File: src/rtl/core/pipwh_pkg.sv
`default_nettype none

package pipwh_pkg;

    localparam int MAX_OUTER_VERTICES_DEF  = 32;
    localparam int MAX_ISLAND_VERTICES_DEF = 32;
    localparam int MIN_RING_VERTICES       = 3;
    localparam int COORD_W                 = 32;
    localparam int VERTEX_W                = 2 * COORD_W;
    localparam int DIFF_W                  = COORD_W + 1;
    localparam int PROD_W                  = 2 * DIFF_W;

    localparam logic [1:0] CMD_CLEAR  = 2'd0;
    localparam logic [1:0] CMD_OUTER  = 2'd1;
    localparam logic [1:0] CMD_ISLAND = 2'd2;
    localparam logic [1:0] CMD_QUERY  = 2'd3;

    typedef struct packed {
        logic [1:0]                 command;
        logic signed [COORD_W-1:0]  coord_x;
        logic signed [COORD_W-1:0]  coord_y;
        logic signed [COORD_W-1:0]  coord_z;
    } req_t;

    typedef struct packed {
        logic inside_res;
        logic load_overflow;
    } res_t;

    typedef struct packed {
        logic valid;
        logic prime;
        logic island;
    } walk_t;

    typedef struct packed {
        logic  req_load;
        logic  outer_we;
        logic  outer_re;
        logic  island_we;
        logic  island_re;
        walk_t walk;
        logic  par_clr;
        logic  out_load;
        logic  out_query;
        logic  out_ovf;
    } dp_cmd_t;

endpackage

`default_nettype wire

File: src/rtl/core/pipwh_ctrl.sv
`default_nettype none

module pipwh_ctrl #(
    parameter int MAX_OUTER_VERTICES  = pipwh_pkg::MAX_OUTER_VERTICES_DEF,
    parameter int MAX_ISLAND_VERTICES = pipwh_pkg::MAX_ISLAND_VERTICES_DEF,
    localparam int OAW = (MAX_OUTER_VERTICES > 1) ? $clog2(MAX_OUTER_VERTICES) : 1,
    localparam int IAW = (MAX_ISLAND_VERTICES > 1) ? $clog2(MAX_ISLAND_VERTICES) : 1
) (
    input  wire logic                 clk,
    input  wire logic                 rst_n,
    input  wire logic                 req_valid,
    output logic                      req_ready,
    input  wire logic [1:0]           req_command,
    output logic                      res_valid,
    input  wire logic                 res_ready,
    output pipwh_pkg::dp_cmd_t        cmd,
    output logic      [OAW-1:0]       outer_addr,
    output logic      [IAW-1:0]       island_addr
);

    localparam int OCW = $clog2(MAX_OUTER_VERTICES + 1);
    localparam int ICW = $clog2(MAX_ISLAND_VERTICES + 1);
    localparam int WCW = (OCW > ICW) ? OCW : ICW;

    localparam logic [2:0] S_IDLE   = 3'd0;
    localparam logic [2:0] S_EXEC   = 3'd1;
    localparam logic [2:0] S_OUTER  = 3'd2;
    localparam logic [2:0] S_ISLAND = 3'd3;
    localparam logic [2:0] S_DRAIN  = 3'd4;
    localparam logic [2:0] S_DONE   = 3'd5;

    logic [2:0]     state_reg, state_next;
    logic [1:0]     command_reg, command_next;
    logic [OCW-1:0] outer_count_reg, outer_count_next;
    logic [ICW-1:0] island_count_reg, island_count_next;
    logic [WCW-1:0] walk_cnt_reg, walk_cnt_next;
    logic [1:0]     drain_reg, drain_next;
    logic           ovf_reg, ovf_next;
    logic           qok_reg, qok_next;
    logic           res_valid_reg, res_valid_next;

    logic [WCW-1:0] outer_len;
    logic [WCW-1:0] island_len;
    logic [WCW-1:0] walk_outer_addr;
    logic [WCW-1:0] walk_island_addr;

    assign outer_len  = WCW'(outer_count_reg);
    assign island_len = WCW'(island_count_reg);
    assign walk_outer_addr  = (walk_cnt_reg == '0) ? outer_len - WCW'(1)
                                                   : walk_cnt_reg - WCW'(1);
    assign walk_island_addr = (walk_cnt_reg == '0) ? island_len - WCW'(1)
                                                   : walk_cnt_reg - WCW'(1);

    assign req_ready = (state_reg == S_IDLE);
    assign res_valid = res_valid_reg;

    always_comb
    begin
        state_next        = state_reg;
        command_next      = command_reg;
        outer_count_next  = outer_count_reg;
        island_count_next = island_count_reg;
        walk_cnt_next     = walk_cnt_reg;
        drain_next        = drain_reg;
        ovf_next          = ovf_reg;
        qok_next          = qok_reg;
        res_valid_next    = res_valid_reg & ~res_ready;
        cmd               = '0;
        outer_addr        = outer_count_reg[OAW-1:0];
        island_addr       = island_count_reg[IAW-1:0];

        case (state_reg)
            S_IDLE:
            begin
                if (req_valid)
                begin
                    cmd.req_load = 1'b1;
                    command_next = req_command;
                    state_next   = S_EXEC;
                end
            end
            S_EXEC:
            begin
                ovf_next      = 1'b0;
                qok_next      = 1'b0;
                walk_cnt_next = '0;
                state_next    = S_DONE;
                case (command_reg)
                    pipwh_pkg::CMD_CLEAR:
                    begin
                        outer_count_next  = '0;
                        island_count_next = '0;
                    end
                    pipwh_pkg::CMD_OUTER:
                    begin
                        if (outer_count_reg == OCW'(MAX_OUTER_VERTICES))
                        begin
                            ovf_next = 1'b1;
                        end
                        else
                        begin
                            cmd.outer_we     = 1'b1;
                            outer_count_next = outer_count_reg + OCW'(1);
                        end
                    end
                    pipwh_pkg::CMD_ISLAND:
                    begin
                        if (island_count_reg == ICW'(MAX_ISLAND_VERTICES))
                        begin
                            ovf_next = 1'b1;
                        end
                        else
                        begin
                            cmd.island_we     = 1'b1;
                            island_count_next = island_count_reg + ICW'(1);
                        end
                    end
                    default:
                    begin
                        cmd.par_clr = 1'b1;
                        if (outer_count_reg >= OCW'(pipwh_pkg::MIN_RING_VERTICES))
                        begin
                            qok_next   = 1'b1;
                            state_next = S_OUTER;
                        end
                    end
                endcase
            end
            S_OUTER:
            begin
                cmd.outer_re     = 1'b1;
                cmd.walk.valid   = 1'b1;
                cmd.walk.prime   = (walk_cnt_reg == '0);
                cmd.walk.island  = 1'b0;
                outer_addr       = walk_outer_addr[OAW-1:0];
                if (walk_cnt_reg == outer_len)
                begin
                    walk_cnt_next = '0;
                    drain_next    = '0;
                    state_next    = (island_count_reg != '0) ? S_ISLAND : S_DRAIN;
                end
                else
                begin
                    walk_cnt_next = walk_cnt_reg + WCW'(1);
                end
            end
            S_ISLAND:
            begin
                cmd.island_re    = 1'b1;
                cmd.walk.valid   = 1'b1;
                cmd.walk.prime   = (walk_cnt_reg == '0);
                cmd.walk.island  = 1'b1;
                island_addr      = walk_island_addr[IAW-1:0];
                if (walk_cnt_reg == island_len)
                begin
                    walk_cnt_next = '0;
                    drain_next    = '0;
                    state_next    = S_DRAIN;
                end
                else
                begin
                    walk_cnt_next = walk_cnt_reg + WCW'(1);
                end
            end
            S_DRAIN:
            begin
                if (drain_reg == 2'd2)
                begin
                    state_next = S_DONE;
                end
                else
                begin
                    drain_next = drain_reg + 2'd1;
                end
            end
            S_DONE:
            begin
                if (!res_valid_reg || res_ready)
                begin
                    cmd.out_load   = 1'b1;
                    cmd.out_query  = qok_reg;
                    cmd.out_ovf    = ovf_reg;
                    res_valid_next = 1'b1;
                    state_next     = S_IDLE;
                end
            end
            default:
            begin
                state_next = S_IDLE;
            end
        endcase
    end

    always_ff @(posedge clk or negedge rst_n)
    begin
        if (!rst_n)
        begin
            state_reg        <= S_IDLE;
            command_reg      <= pipwh_pkg::CMD_CLEAR;
            outer_count_reg  <= '0;
            island_count_reg <= '0;
            walk_cnt_reg     <= '0;
            drain_reg        <= '0;
            ovf_reg          <= 1'b0;
            qok_reg          <= 1'b0;
            res_valid_reg    <= 1'b0;
        end
        else
        begin
            state_reg        <= state_next;
            command_reg      <= command_next;
            outer_count_reg  <= outer_count_next;
            island_count_reg <= island_count_next;
            walk_cnt_reg     <= walk_cnt_next;
            drain_reg        <= drain_next;
            ovf_reg          <= ovf_next;
            qok_reg          <= qok_next;
            res_valid_reg    <= res_valid_next;
        end
    end

endmodule

`default_nettype wire

File: config.mk
export PLATFORM = sky130hd
export DESIGN_NAME = pipwh_ctrl
export DESIGN_NICKNAME = d
export VERILOG_FILES = /design/src/rtl/core/pipwh_pkg.sv /design/src/rtl/core/pipwh_ctrl.sv
export SDC_FILE = /design/constraint.sdc
export NUM_CORES = 1
export LEC_CHECK = 0
export ABC_AREA = 1
export BUFFER_PORTS_ARGS = -buffer_cell sky130_fd_sc_hd__buf_2
export CAP_MARGIN = 20
export CORE_MARGIN = 3
export CORE_UTILIZATION = 40
export DETAILED_ROUTE_END_ITERATION = 7
export GPL_ROUTABILITY_DRIVEN = 0
export PLACE_DENSITY_LB_ADDON = 0.05
export SKIP_LAST_GASP = 1
export SLEW_MARGIN = 20
export SYNTH_ARGS = -nofsm -noshare
export SYNTH_HDL_FRONTEND = slang
export SYNTH_SLANG_ARGS = --single-unit
File: constraint.sdc
create_clock -name clk -period 2.1 [get_ports clk]
set_clock_uncertainty 0.2 [all_clocks]
set_input_delay 0 -clock clk [delete_from_list [all_inputs] [get_ports clk]]
set_output_delay 0 -clock clk [all_outputs]
set_load 0.03 [all_outputs]
==> flow_summary.toml, run 1 <==
[synthesis]
synth_seq_cells = 28
synth_nets = 363
area_of_the_mapped_netlist_um2 = 2380
synthTopCellsByArea = "dfrtp_1 29%, nand2_1 17%, ha_1 5.8%"
synth_enable_flop_cells = 0
register_area_share_after_synthesis_pct = 29.5
synthArstFlopShare_pct = 100
yosysTopAreaCellShare_pct = 29.5
postSynth.topFlopCell = "dfrtp_1"
average_size_of_a_mapped_cell_um2 = 6.87
yosysWarningCount = 0
synth_cell_type_count = 34
yosys.area.top_type = "dfrtp_1"
post_synth_inst_count = 346

[sta]
finalHoldViolations = 0
final_max_slew_viol_count = 0
setup_viol = 7
rsz0062_at_grt = "true"
max_slew_margin_pct = 53.4
timing_worst_slew_pin_value_ns = 0.698
post-route-min-period_ns = 2.18
min_period_over_period_pct = 104
max_freq_mhz = 458
final.setup.worst_slack_ns = -0.0845

[die]
die_area_um2 = 6900
core_area_um2 = 5640
die-height_um = 83.1
chipWidth_um = 83.1
rows = 27
io-pin-count = 30
initial_core_util_pct = 42.1

[layout]
num_antenna_cells = 0
mostFrequentLayoutCells = "101 x nand2_1, 26 x dfrtp_1, 25 x inv_1, 25 x o21ai_1"
fillCellCount = 574
final_common_cell = "nand2_1"
final_nets = 410
post_route_cells_drive_above_1_share_pct = 29.1
area_delta_synth_final_pct = 23.4
finalInstanceArea_um2 = 2930

[worst_setup_path]
crit_path_cell_trace = "inv_2 -> ha_4 -> inv_4 -> nor3_4 -> buf_4 -> xor2_1 -> nand2_1 -> nand2_1 -> nand2_1 -> o21ai_2 -> buf_6"
crit_arrival_ns = 1.98
worstSetupPathType = "reg2out"
critical_path_top_delay_cell = "dfrtp_1"
worst-endpoint-required_ns = 1.90
most_frequent_cell_on_the_critical_path = "nand2_1"
critical_path_start_type = "flip-flop"
endpoint_kind = "output pin"
critical_path.max_stage_delay_ns = 0.40
worstPathMaxFanout = 2

[pwr]
cellLeakagePower_nw = 1.50
peakVddDrop_mv = 0.459
power-per-cell-area_nw_per_um2 = 973

[clocking]
cts_inserted_buffers = 3
cts_tree = "yes"
clkSinkCount = 28
clkLatencyLatePin_ns = 0.29
max-clock-path-buffers = 2
h-tree-depth = 1
root_buf_cell = "clkbuf_8"
clk_pin_slew_worst_paths_ns = 0.10

[status]
outcome = "complete, but fails checks"
failed_checks = "negative setup slack"

[placement]
place_area_um2 = 2620
half_perimeter_wire_length_after_detailed_placement_um = 4960
place.port_buffers = 29
dp_slack_ns = 0.117

[detailed_routing]
first_pass_iters = 4
drc = 0
initialDrtViolationCount = 139
via_count = 2347
ant_nets = 0
final_wirelength_um = 6520
detail_route.vias_per_cell = 5.06
wl_per_cell_um = 14.0

[global_route]
grt_usage_pct = 18.7
grt_start_max_net_pins = 29
grt_pass1_wl_um = 10700
via_count_of_the_first_global_routing_pass = 2172
leftover_overflow_at_the_end_of_global_routing = 0
antenna_found_initial = 0

[hold_path]
hold_path_class = "in2async"

[flow_run]
cap_viol_max_count = 0
worst max-delay path: cells and delay by family, from the launching register on:
family	cells	cell delay, ns
fa+ha+maj	1	0.15
buf+inv	4	0.42
simple gates	4	0.49
xor+xnor	1	0.15
flops	1	0.40
compound gates	1	0.08
path summary, 6_finish.rpt:
path	start	to	slack, ns	depth (start not counted)
worst max-delay path	walk_cnt_reg[1]	island_addr[4]	-0.08	11
worst min-delay path	rst_n	walk_cnt_reg[3]	0.08	2
worst max register to register	island_count_reg[1]	island_count_reg[2]	0.13	9
worst min register to register	drain_reg[1]	drain_reg[1]	0.29	2
max in group asynchronous	rst_n	outer_count_reg[0]	1.13	2
min in group clk	req_command[1]	command_reg[1]	0.24	4
synth_stat cells (7+ instances only):
master and count:
inv_2 14, inv_1 28, nand4_1 10, o21ai_0 9, ha_1 11, nand3_1 26
o21ai_1 25, dfrtp_1 28, o21ai_2 7, nand2_1 105, nor2_1 25
layout make-up:
type | instances | area, um2 | share of cell area [%]
Tap cell | 72 | 90.1 | 3.07
Inverter | 44 | 171 | 5.85
Clock inverter | 1 | 30.0 | 1.02
Clock buffer | 3 | 41.3 | 1.41
Multi-Input combinational cell | 266 | 1510 | 51.6
Timing Repair Buffer | 50 | 383 | 13.1
Sequential cell | 28 | 703 | 24.0
report_power, final:
| part | leakage [nW] | internal (mW) | switching, mW |
|---|---|---|---|
| clock network | 0.0357 | 0.256 | 0.200 |
| registers | 0.374 | 0.646 | 0.148 |
| logic | 1.09 | 0.568 | 1.03 |
what timing repair did:
action | 4_1_cts | 5_1_grt
endpoints found under the setup margin | 12 | 16
pin swaps | 1 | 5
buffers inserted | 2 | 4
endpoints found under the hold margin | 33 | 0
resized for setup | 13 | 39
hold buffers | 5 | 0
cell families (layout without fill, tap and decap cells):
group / after synthesis / in the layout / synth area share, %
compound gates: 51 / 51 / 12.8
xor+xnor: 7 / 7 / 2.58
fa+ha+maj: 11 / 11 / 5.79
buf+inv: 52 / 98 / 9.85
flops: 28 / 28 / 29.5
simple gates: 197 / 197 / 39.5
per-stage QoR:
stage / utilization [%] / power [mW] / cells / hold slack (ns) / setup TNS, ns
final: 52.0 / 2.85 / 464 / 0.0783 / -0.301
after floorplan: - / 1.95 / 346 / -0.496 / 0
after CTS: 49.4 / 2.78 / 460 / 0.101 / -0.0560
after global placement: 46.4 / 2.30 / 449 / -0.104 / 0
after global routing: 52.0 / 3.09 / 464 / 0.152 / -1.65
after detailed placement: 46.4 / 2.30 / 449 / -0.115 / 0
per-layer routing:
layer  vias up  part of all wire [%]  routed length (um)  global-route usage [%]
li1       1220                     -                   -                       -
met1      1078                    49                3190                    26.0
met2        44                    47                3040                    30.7
met3         5                   3.5                 226                    2.28
met4         0                  0.94                  61                    4.75
met5         -                     0                   0                       0
No activity file was read; power rests on OpenSTA's default activity.
==> inputs of run 2 (changes only) <==
Settings changed: CORE_ASPECT_RATIO set to 1.4, CORE_UTILIZATION 40 to 35.
==> run 2 against run 1 <==
  * The flow now finishes without violations
  * Routed wire length rose by 1.1%
  * Flip-flop and latch count did not move
  * Global-route usage fell by 0.065 points
  * Largest cell class unchanged
  * Die area rose by 13%
  * Worst hold slack improved by 0.00061 ns
  * Via count fell by 0.98%
  * Sequential share of layout area rose by 0.10 points
  * Register-to-register slack improved by 0.09 ns
  * Critical path depth did not move
  * Highest routed layer unchanged
  * Core utilization fell by 6.2 points
==> flow_summary.toml, run 2 (synthesis results as in run 1) <==
[clocking]
clk_pin_slew_worst_paths_ns = 0.11
h-tree-depth = 1
cts_inserted_buffers = 3
root_buf_cell = "clkbuf_8"
clkSinkCount = 28
cts_tree = "yes"
clkLatencyLatePin_ns = 0.29
max-clock-path-buffers = 2

[die]
die-height_um = 103
initial_core_util_pct = 37.2
chipWidth_um = 75.6
die_area_um2 = 7830
core_area_um2 = 6380
io-pin-count = 30
rows = 34

[sta]
min_period_over_period_pct = 98.8
timing_worst_slew_pin_value_ns = 0.693
rsz0062_at_grt = "true"
final.setup.worst_slack_ns = 0.0250
max_freq_mhz = 482
final_max_slew_viol_count = 0
setup_viol = 0
holdWs_ns = 0.0789
max_slew_margin_pct = 53.8
finalHoldViolations = 0
post-route-min-period_ns = 2.08

[placement]
dp_slack_ns = 0.142
half_perimeter_wire_length_after_detailed_placement_um = 5090
place.port_buffers = 29
place_area_um2 = 2630

[layout]
finish.utilization_pct = 45.7
final_nets = 408
post_route_cells_drive_above_1_share_pct = 28.7
mostFrequentLayoutCells = "101 x nand2_1, 26 x dfrtp_1"
finalInstanceArea_um2 = 2920
final_common_cell = "nand2_1"
area_delta_synth_final_pct = 22.9
num_antenna_cells = 0

[global_route]
grt_pass1_wl_um = 11200
via_count_of_the_first_global_routing_pass = 2285
grt_usage_pct = 18.6
leftover_overflow_at_the_end_of_global_routing = 0
grt_start_max_net_pins = 29
antenna_found_initial = 0

[worst_setup_path]
worst-endpoint-required_ns = 1.90
endpoint_kind = "output pin"
worstSetupPathType = "reg2out"
critical_path_start_type = "flip-flop"
crit_arrival_ns = 1.88
worstPathMaxFanout = 5

[detailed_routing]
final_wirelength_um = 6590
ant_nets = 0
drc = 0
wl_per_cell_um = 14.3
via_count = 2324
detail_route.vias_per_cell = 5.03
initialDrtViolationCount = 74
first_pass_iters = 4

[pwr]
power-per-cell-area_nw_per_um2 = 992
cellLeakagePower_nw = 1.48
total_power_mw = 2.89
peakVddDrop_mv = 0.458

[hold_path]
hold_path_class = "in2async"

[flow_run]
cap_viol_max_count = 0

[status]
outcome = "completed"
## run 2: changes by cell type in the layout (fill, tap and decap cells not counted), sizes merged
cell and delta:
buf -1, clkbuf -1
## run 2: metrics by stage
step	instances	TNS, ns
after floorplan	346	0
after global placement	450	0
after detailed placement	450	0
after CTS	460	-0.0604
after global routing	462	-0.773
final	462	0
## run 2: area by class of cell
class / count / area, um2
well taps: 72 / 90.1
flip-flops and latches: 28 / 703
fillers: 671 / 3460
multi-input cells: 266 / 1530
repair buffers: 48 / 360
clock buffers: 3 / 41.3
clock inverters: 1 / 30.0
inverters: 44 / 166
## run 2: critical path, stage by stage, from the launching register on
cell	delay (ns)
dfrtp_1	0.40
inv_2	0.09
ha_4	0.15
inv_2	0.05
nor3_4	0.17
nand3_4	0.14
buf_6	0.17
nand3_4	0.07
nand2_1	0.06
nand2_1	0.05
o21ai_1	0.07
buf_4	0.17
## run 2: worst paths after layout
check / start / endpoint / depth (start not counted) / slack [ns]
worst min register to register: drain_reg[1] / drain_reg[1] / 2 / 0.29
worst max register to register: island_count_reg[1] / island_count_reg[2] / 9 / 0.22
worst max-delay path: walk_cnt_reg[1] / outer_addr[3] / 11 / 0.02
max in group asynchronous: rst_n / outer_count_reg[0] / 2 / 1.14
worst min-delay path: rst_n / island_count_reg[3] / 2 / 0.08
min in group clk: req_command[1] / command_reg[1] / 4 / 0.25
## run 2: routing by layer
metal	share of wire (%)	track usage, %	up-vias
met3	2.2	1.74	7
met4	1.2	4.98	0
li1	-	-	1217
met2	52	32.6	34
met1	45	24.2	1066
met5	0	0	-
## run 2: what timing repair did
action                                  4_1_cts  5_1_grt
setup buffers                                 1        2
gates resized for setup                      35       13
endpoints found under the setup margin       11       16
pin swaps                                     3        1
hold buffers                                  5        0
endpoints found under the hold margin        33        0
## run 2: report_power, final
| part | switching (mW) | internal (mW) |
|---|---|---|
| Sequential | 0.129 | 0.646 |
| Combinational | 1.05 | 0.609 |
| Clock | 0.202 | 0.256 |
